--- config.mk ---
export PLATFORM = sky130hd
export DESIGN_NAME = fuzzy_subsequence_scorer_unit
export DESIGN_NICKNAME = d
export VERILOG_FILES = /design/src/sv/fss_pkg.sv /design/src/sv/fss_ram.sv /design/src/sv/fuzzy_subsequence_scorer_unit.sv
export SDC_FILE = /design/constraint.sdc
export NUM_CORES = 1
export LEC_CHECK = 0
export BUFFER_PORTS_ARGS = -buffer_cell sky130_fd_sc_hd__buf_2
export CORE_MARGIN = 3
export CORE_UTILIZATION = 45
export CTS_CLUSTER_SIZE = 30
export DETAILED_ROUTE_END_ITERATION = 12
export PLACE_DENSITY = 0.66
export SYNTH_ARGS = -nofsm -noshare
export SYNTH_HDL_FRONTEND = slang
export SYNTH_SLANG_ARGS = --single-unit
--- constraint.sdc ---
create_clock -name clk -period 14.2 [get_ports clk]
set_input_delay 0 -clock clk [delete_from_list [all_inputs] [get_ports clk]]
set_output_delay 0 -clock clk [all_outputs]
set_load 0.05 [all_outputs]
--- src/sv/fss_pkg.sv ---
package fss_pkg;

  localparam int PATTERN_MAX = 64;
  localparam int ADDR_W      = (PATTERN_MAX > 1) ? $clog2(PATTERN_MAX) : 1;
  localparam int CNT_W       = $clog2(PATTERN_MAX + 1);
  localparam int CHAR_W      = 8;
  localparam int SCORE_W     = 17;
  localparam int SUM_W       = SCORE_W + 1;

  localparam logic [CHAR_W-1:0] SPACE_CODE = 8'h20;

  localparam logic signed [SUM_W-1:0] SCORE_MAX  = 18'sd65535;
  localparam logic signed [SUM_W-1:0] SCORE_MIN  = -18'sd65536;
  localparam logic signed [SUM_W-1:0] MISS_DELTA = -18'sd10;
  localparam logic signed [SUM_W-1:0] TAIL_DELTA = -18'sd1;

  typedef enum logic [1:0] {
    FUNC_CLEAR   = 2'd0,
    FUNC_APPEND  = 2'd1,
    FUNC_SUBJECT = 2'd2,
    FUNC_FINISH  = 2'd3
  } func_t;

  function automatic logic [CHAR_W-1:0] fold_case(input logic [CHAR_W-1:0] c);
    logic [CHAR_W-1:0] r;
    r = c;
    if (c inside {[8'h41:8'h5A]}) begin
      r = c + 8'h20;
    end
    return r;
  endfunction

endpackage

--- src/sv/fss_ram.sv ---
module fss_ram #(
  parameter int WIDTH = 8,
  parameter int DEPTH = 64
) (
  input  logic                                       clk,
  input  logic                                       we,
  input  logic [((DEPTH > 1) ? $clog2(DEPTH) : 1)-1:0] waddr,
  input  logic [WIDTH-1:0]                           wdata,
  input  logic [((DEPTH > 1) ? $clog2(DEPTH) : 1)-1:0] raddr,
  output logic [WIDTH-1:0]                           rdata
);

  logic [WIDTH-1:0] mem [DEPTH];

  always_ff @(posedge clk) begin
    if (we) begin
      mem[waddr] <= wdata;
    end
    rdata <= mem[raddr];
  end

endmodule

--- src/sv/fuzzy_subsequence_scorer_unit.sv ---
// Fuzzy subsequence scorer.
// The slave channel carries commands: s_tuser selects the function (clear
// pattern, append pattern byte, subject byte, finish) and s_tdata carries the
// byte. Only a finish produces a transaction on the master channel, holding
// the score in m_tdata and the matched and overflow flags in m_tuser.
// A transaction can be accepted on every clock unless a pending result
// holds s_tready low. The pattern lives in a single-port-write RAM whose
// registered read is always aimed at the next match position; a write to
// that same entry is forwarded, so subject bytes need no stall.
// A finish result appears on the master channel in the cycle after the finish
// is accepted. The result register is the only buffer: while it is full and
// the receiver holds m_tready low, s_tready is low as well.
// Reset empties the pattern, clears the overflow flag and the scoring state
// and drops any pending result; the pattern RAM itself is not cleared, as
// only entries below the pattern length are ever read.
module fuzzy_subsequence_scorer_unit
  import fss_pkg::*;
(
  input  logic        clk,
  input  logic        rst,
  input  logic        s_tvalid,
  output logic        s_tready,
  input  logic [7:0]  s_tdata,   // [7:0] char_code
  input  logic [1:0]  s_tuser,   // [1:0] func
  output logic        m_tvalid,
  input  logic        m_tready,
  output logic [23:0] m_tdata,   // [16:0] score, [23:17] zero
  output logic [1:0]  m_tuser    // [0] matched, [1] pattern_overflow
);

  logic [CNT_W-1:0]         plen, plen_next;
  logic [CNT_W-1:0]         mpos, mpos_next;
  logic [CNT_W-1:0]         run, run_next;
  logic signed [SCORE_W-1:0] score, score_next;
  logic                     ovf, ovf_next;

  logic                     accept;
  func_t                    func;
  logic [CHAR_W-1:0]        c;
  logic                     we;
  logic [ADDR_W-1:0]        raddr;
  logic [CHAR_W-1:0]        ram_q;
  logic [CHAR_W-1:0]        p;
  logic                     fwd_hit;
  logic [CHAR_W-1:0]        fwd_data;
  logic signed [SUM_W-1:0]  delta;
  logic signed [SUM_W-1:0]  sum;
  logic                     upd;
  logic [SUM_W-1:0]         run_ext;

  assign s_tready = !m_tvalid || m_tready;
  assign accept   = s_tvalid && s_tready;
  assign func     = func_t'(s_tuser);
  assign c        = s_tdata;
  assign p        = fwd_hit ? fwd_data : ram_q;
  assign run_ext  = {{(SUM_W-CNT_W){1'b0}}, run};
  assign raddr    = mpos_next[ADDR_W-1:0];

  always_comb begin
    plen_next  = plen;
    mpos_next  = mpos;
    run_next   = run;
    score_next = score;
    ovf_next   = ovf;
    we         = 1'b0;
    upd        = 1'b0;
    delta      = '0;
    if (accept) begin
      case (func)
        FUNC_CLEAR: begin
          plen_next  = '0;
          ovf_next   = 1'b0;
          mpos_next  = '0;
          run_next   = '0;
          score_next = '0;
        end
        FUNC_APPEND: begin
          if (c != SPACE_CODE) begin
            if (plen >= CNT_W'(PATTERN_MAX)) begin
              ovf_next = 1'b1;
            end else begin
              we        = 1'b1;
              plen_next = plen + 1'b1;
            end
          end
        end
        FUNC_SUBJECT: begin
          if (mpos < plen) begin
            if (c != SPACE_CODE) begin
              upd = 1'b1;
              if (fold_case(c) == fold_case(p)) begin
                delta     = $signed((run_ext << 3) + (run_ext << 1))
                            - ((c != p) ? SUM_W'(1) : SUM_W'(0));
                run_next  = run + 1'b1;
                mpos_next = mpos + 1'b1;
              end else begin
                delta    = MISS_DELTA;
                run_next = '0;
              end
            end
          end else begin
            upd   = 1'b1;
            delta = TAIL_DELTA;
          end
        end
        FUNC_FINISH: begin
          mpos_next  = '0;
          run_next   = '0;
          score_next = '0;
        end
        default: begin
        end
      endcase
    end
    sum = SUM_W'(score) + delta;
    if (upd) begin
      if (sum > SCORE_MAX) begin
        score_next = SCORE_MAX[SCORE_W-1:0];
      end else if (sum < SCORE_MIN) begin
        score_next = SCORE_MIN[SCORE_W-1:0];
      end else begin
        score_next = sum[SCORE_W-1:0];
      end
    end
  end

  fss_ram #(
    .WIDTH (CHAR_W),
    .DEPTH (PATTERN_MAX)
  ) u_pattern_ram (
    .clk   (clk),
    .we    (we),
    .waddr (plen[ADDR_W-1:0]),
    .wdata (c),
    .raddr (raddr),
    .rdata (ram_q)
  );

  always_ff @(posedge clk) begin
    fwd_hit  <= we && (plen[ADDR_W-1:0] == raddr);
    fwd_data <= c;
  end

  always_ff @(posedge clk) begin
    if (rst) begin
      plen  <= '0;
      mpos  <= '0;
      run   <= '0;
      score <= '0;
      ovf   <= 1'b0;
    end else begin
      plen  <= plen_next;
      mpos  <= mpos_next;
      run   <= run_next;
      score <= score_next;
      ovf   <= ovf_next;
    end
  end

  always_ff @(posedge clk) begin
    if (rst) begin
      m_tvalid <= 1'b0;
    end else if (accept && func == FUNC_FINISH) begin
      m_tvalid <= 1'b1;
    end else if (m_tready) begin
      m_tvalid <= 1'b0;
    end
  end

  always_ff @(posedge clk) begin
    if (accept && func == FUNC_FINISH) begin
      m_tuser[0] <= (mpos >= plen);
      m_tuser[1] <= ovf;
      m_tdata    <= {7'd0, (mpos >= plen) ? score : SCORE_W'(0)};
    end
  end

  a_mpos_le_plen: assert property (@(posedge clk) disable iff (rst) mpos <= plen)
    else $error("match position ran past the pattern length");

  a_plen_le_max: assert property (@(posedge clk) disable iff (rst)
    plen <= CNT_W'(PATTERN_MAX))
    else $error("pattern length exceeds the store capacity");

  a_run_le_mpos: assert property (@(posedge clk) disable iff (rst) run <= mpos)
    else $error("run length exceeds the match position");

  a_finish_emits: assert property (@(posedge clk) disable iff (rst)
    accept && func == FUNC_FINISH |=> m_tvalid)
    else $error("finish transaction produced no result");

endmodule
==> results.toml, run 1 <==
[run_status]
status = "finished, final reports clean"

[cells_and_area]
drive_gt1_share_pct = 9.26
fin_cells = 2770
fin_nets = 2047
diodes = 0
syn2layout_area_growth_pct = 10.7

[route]
wirelength_um = 61400
first_pass_iters = 5
num_vias = 16196
vias_per_cell = 5.85
ant_nets = 0
drc = 0
drt_iter0_drc = 1736
wl_per_cell_um = 22.2

[power_and_ir_drop]
leakage_uw = 0.00951
power_per_cell_area_nw_per_um2 = 124
ir_drop_uv = 98.2

[floorplanning]
io_pins = 42
start_util_pct = 46.1
core-area_um2 = 54500
die_area_um2 = 58600
rows = 85
die_h_um = 242
dieWidth_um = 242

[synthesis]
ys_warn_count = 0
async_reset_ff_share_pct = 0
ys_ff_latch = 588
ys.flop_type = "edfxtp_1"
synth.distinct_cells = 72
synth-seq-area-share_pct = 68.1
synth_edf_count = 531
synth.cell_area_um2 = 25100
syn-instance-count = 1957
syn_area_per_cell_um2 = 12.8

[clock_tree]
cts_sinks = 588
clockRootBuffer = "clkbuf_16"
cts_buffer_depth = 3
path_clk_slew_ns = 0.06
clkLatencyLatePin_ns = 0.62
htreeDepth = 2
postCtsSetupBuffers = 0
post_cts_resized = 0
cts_tree = "built"
numCtsBuffers = 58
holdBufCountCts = 9

[sta]
period_needed_ns = 6.69
timing.final.crit_share_pct = 47.1
fin_skew_ns = 0.0203
rsz0062_at_grt = "false"
hold_violations = 0
max_freq_mhz = 150
tns_ns = 0
final-max-slew-violation-count = 0
setup_viol = 0
timing.final.ws_setup_ns = 7.51
worst_pin_slew_ns = 1.21
relSlewSlack_pct = 18.7

[setup_path]
cp.arrival_ns = 7.15
crit_slowest_cell = "or4_4"
crit_path_start_kind = "input pin"
cp_max_fo = 40
crit_type = "in2reg"
crit_buf_inv = 3
cp_top_family = "compound AO/OA/AOI/OAI gates"
critical_path.max_stage_delay_ns = 0.59
cp.required_ns = 14.67
cp-end-kind = "flip-flop"
path_cells = "dlygate4sd3_1 -> buf_2 -> buf_4 -> or4_4 -> o21bai_4 -> mux2_2 -> a211oi_1 -> a22oi_4 -> nor3_1 -> and2_1 -> a21oi_1 -> ha_1 -> a21o_1 -> a21oi_1 -> o21ai_0 -> a21oi_1 -> o21ai_0 -> a31o_2 -> a31oi_1 -> o21ai_0 -> a31oi_1 -> o21ai_0 -> nand2b_1 -> a21oi_1"

[grt]
grt_overflow = 0
antenna_found_initial = 0
grt_max_degree = 128
grt_pass1_vias = 15799
grt_usage_pct = 20.6
grt_pass1_wl_um = 94500

[placement]
place_ws_ns = 7.50
hpwlAfterDp_um = 37500
place.gp.congestion = 0.858
port_buffers = 34
post-place-cells = 2652

[flow_run]
cap_violations = 0

[hold_path]
hp-class = "in2reg"
[routing by layer]
| layer | track usage, % | wire length, µm |
|---|---|---|
| met1 | 29.3 | 27000 |
| met2 | 32.8 | 28400 |
| met3 | 3.33 | 4390 |
| met4 | 6.14 | 1570 |
| met5 | 0 | 0 |
[cell type report]
class	instances	area, µm²
inverters	49	184
multi-input cells	1223	7410
clock buffers	76	1560
fillers	4676	26700
clock inverters	33	218
well taps	739	925
repair buffers	62	403
flip-flops and latches	588	17100
[cells in the final DEF, fill, tap and decap left out, types with 6 or more instances in the layout]
cell type	instances
a21o_1	10
a21oi_1	193
a22oi_1	62
a32o_1	30
a32oi_1	32
and2_1	8
and3_1	6
and4_1	14
buf_2	34
buf_4	19
clkbuf_1	15
clkbuf_16	59
clkinv_1	17
clkinv_2	12
conb_1	7
dfxtp_1	57
dlygate4sd3_1	9
edfxtp_1	531
ha_1	49
inv_1	48
mux2_2	34
mux2i_1	10
nand2_1	293
nand2b_1	12
nand3_1	29
nand4_1	10
nor2_1	146
nor2b_1	20
nor3_1	13
nor4_1	13
o211ai_1	6
o21ai_0	51
o21bai_1	6
o22ai_1	61
or3_1	8
xnor2_1	27
xor2_1	10
[final timing paths]
kind,startpoint,cells past startpoint,slack (ns),endpoint
worst max-delay path,s_tdata[2],24,7.51,score[6]
worst min-delay path,s_tdata[7],2,0.06,fwd_data[7]
worst max register to register,fwd_hit,23,7.63,score[6]
worst min register to register,ovf,0,0.45,m_tuser[1]
[registers in the layout, summed over array words and instances (netlist names)]
signal,cells
m_tdata,17
ovf,1
score,17
run,7
plen,7
m_tvalid,1
fwd_data,8
u_pattern_ram.rdata,8
m_tuser,2
mpos,7
fwd_hit,1
u_pattern_ram.mem,512
[cells in the mapped netlist, types with 11 or more instances]
cell / number / area [µm²]
and4_1: 14 / 123
a21oi_1: 193 / 966
buf_4: 11 / 82.6
dfxtp_1: 57 / 1140
ha_1: 49 / 613
nand3_1: 29 / 145
a22oi_1: 62 / 465
nor4_1: 13 / 81.3
nand2b_1: 12 / 75.1
a32oi_1: 32 / 280
nand2_1: 293 / 1100
mux2_2: 35 / 394
nor2b_1: 20 / 125
o22ai_1: 61 / 382
buf_1: 16 / 60.1
clkbuf_1: 43 / 161
o21ai_0: 51 / 255
a32o_1: 30 / 300
edfxtp_1: 531 / 15900
nor2_1: 146 / 548
inv_1: 48 / 180
mux2i_1: 11 / 110
nor3_1: 13 / 65.1
buf_2: 32 / 160
xnor2_1: 28 / 245
[cells by family after synthesis]
kind of cell / count (synthesis) / share of synthesized area [%]
compound gates: 484 / 12.5
simple gates: 594 / 10.6
mux: 48 / 2.16
buf+inv: 152 / 2.63
fa+ha+maj: 51 / 2.60
flops: 588 / 68.1
xor+xnor: 39 / 1.39
other cells: 1 / 0.0149
[per-stage QoR]
stage | util, % | total power (µW) | hold WS, ns | area (µm²)
2_1_floorplan | - | 1980 | 0.0277 | 25100
3_3_place_gp | 47.6 | 2020 | 0.333 | 25900
3_5_place_dp | 47.6 | 2020 | 0.365 | 25900
4_1_cts | 51.0 | 3450 | 0.0250 | 27800
5_1_grt | 51.0 | 3520 | 0.0692 | 27800
6_report | 51.0 | 3430 | 0.0612 | 27800
[power by group]
group,internal (µW),switching [µW]
clock network,809,641
registers,1890,3.31
logic,21.0,70.3
Note: power is estimated with default switching activity, not from simulation.
==> inputs of run 2 (changes only) <==
- clock period: 14.2 -> 6.4 ns (I/O delays scaled with it)
==> run 2 against run 1 <==
Against the previous run: combinational power increased by 130%; final area increased by 1.2%; total power rose by 130%; critical path type is now reg2reg.
==> results.toml, run 2 (synthesized netlist as in run 1, its figures left out) <==
[run_status]
status = "finished, final reports clean"

[placement]
place.gp.congestion = 0.872
place_ws_ns = 0.160
dpl-instance-area_um2 = 26100
port_buffers = 34
hpwlAfterDp_um = 39000

[hold_path]
hp-class = "in2reg"
holdCritStartpoint = "s_tuser[0]"

[cells_and_area]
top_register = "u_pattern_ram.mem"
final_common_cell = "edfxtp_1"
largest_reg_flops = 512
diodes = 0
final_cell_mix = "531 x edfxtp_1, 293 x nand2_1, 193 x a21oi_1"
fin_nets = 2066
design_area_um2 = 28100
drive_gt1_share_pct = 10.7
syn2layout_area_growth_pct = 12.1
reg.largest.list = "u_pattern_ram.mem: 512 flops, m_tdata: 17 flops, score: 17 flops"

[sta]
tns_ns = 0
hold_violations = 0
relSlewSlack_pct = 30.2
timing.final.ws_setup_ns = 0.564
worst_pin_slew_ns = 1.05
final-max-slew-violation-count = 0
max_freq_mhz = 171
rsz0062_at_grt = "false"
setup_viol = 0
timing.final.crit_share_pct = 91.2
fin_skew_ns = 0.0466
period_needed_ns = 5.84

[setup_path]
crit_path_start_kind = "flip-flop"
cp.arrival_ns = 6.29
startpoint = "fwd_hit"
crit_type = "reg2reg"
timing.rr.start = "fwd_hit"
cp-end-kind = "flip-flop"
cp_max_fo = 17
cp.required_ns = 6.86

[route]
vias_per_cell = 5.80
first_pass_iters = 6
wl_per_cell_um = 22.1
num_vias = 16194
ant_nets = 0
wirelength_um = 61800
drc = 0
drt_iter0_drc = 1792

[power_and_ir_drop]
p_total_uw = 7830
ir_drop_uv = 227
power_per_cell_area_nw_per_um2 = 279
leakage_uw = 0.00968

[grt]
antenna_found_initial = 0
grt_pass1_vias = 15820
grt_usage_pct = 20.6
grt_max_degree = 73
grt_overflow = 0
grt_pass1_wl_um = 94100

[floorplanning]
rows = 85
die_area_um2 = 58600
start_util_pct = 46.1
die_h_um = 242
dieWidth_um = 242
core-area_um2 = 54500
io_pins = 42

[clock_tree]
path_clk_slew_ns = 0.06
htreeDepth = 2
numCtsBuffers = 58
cts_buffer_depth = 3
cts_tree = "built"
clkLatencyLatePin_ns = 0.65
cts_sinks = 588
clockRootBuffer = "clkbuf_16"

[flow_run]
cap_violations = 0
-- run 2: changes by cell type in the layout (fill, tap and decap cells not counted), moves of 2 or more --
| cell | before | now |
|---|---|---|
| clkinv_1 | 17 | 7 |
| clkbuf_8 | 2 | 6 |
| bufinv_16 | 2 | 5 |
| clkbuf_1 | 15 | 17 |
| buf_4 | 19 | 35 |
| clkinvlp_4 | 0 | 2 |
| buf_12 | 0 | 3 |
-- run 2: critical path, stage by stage (launching register included) --
cell,delay (ns)
dfxtp_4,0.46
mux2i_1,0.30
inv_1,0.13
ha_1,0.23
nor4_1,0.47
a2111oi_4,0.10
a22oi_4,0.36
nor3_1,0.11
buf_4,0.18
and2_1,0.16
a21oi_1,0.22
ha_1,0.28
a21o_1,0.18
a21oi_1,0.19
o21ai_0,0.10
a21oi_1,0.22
o21ai_0,0.19
a31o_2,0.30
a31oi_1,0.32
o21ai_0,0.24
o31a_1,0.41
buf_4,0.21
a22oi_1,0.19
a21oi_1,0.09
-- run 2: timing repair --
item                                   in CTS  in global routing
setup endpoints to repair                   0                 16
gates resized for setup                     0                  5
setup buffers                               0                  0
hold buffers                                9                  0
endpoints found under the hold margin      84                  0
-- run 2: where the power goes --
| part | switching, µW | internal (µW) | total [µW] |
|---|---|---|---|
| clock | 1470 | 1960 | 3430 |
| combinational | 159 | 48.3 | 208 |
| sequential | 7.71 | 4190 | 4200 |
| total | 1640 | 6200 | 7830 |
-- run 2: cell type report --
cell class | instances | area, µm²
inverters | 49 | 184
clock inverters | 29 | 323
clock buffers | 81 | 1600
well taps | 739 | 925
flip-flops and latches | 588 | 17100
multi-input cells | 1223 | 7420
repair buffers | 81 | 583
fillers | 4643 | 26300
-- run 2: final timing paths --
check          endpoint  slack (ns)  cells after the start
max            score[8]        0.56                     23
min             plen[0]        0.04                      4
max reg2reg    score[8]        0.56                     23
min reg2reg  m_tuser[1]        0.46                      0
-- run 2: per-stage QoR --
stage / util [%] / hold WS, ns / std cells
final: 51.6 / 0.0369 / 2790
after detailed placement: 47.9 / 0.326 / 2671
after global routing: 51.6 / 0.0520 / 2790
after CTS: 51.6 / 0.000141 / 2790
after floorplan: - / 0.0277 / 1963
after global placement: 47.9 / 0.319 / 2671
-- run 2: per-layer routing --
layer / part of all wire, % / GRT usage [%] / vias up
li1: - / - / 7463
met4: 4.1 / 8.42 / 0
met5: 0 / 0 / -
met2: 45 / 31.8 / 621
met3: 8.2 / 4.93 / 136
met1: 43 / 28.2 / 7974
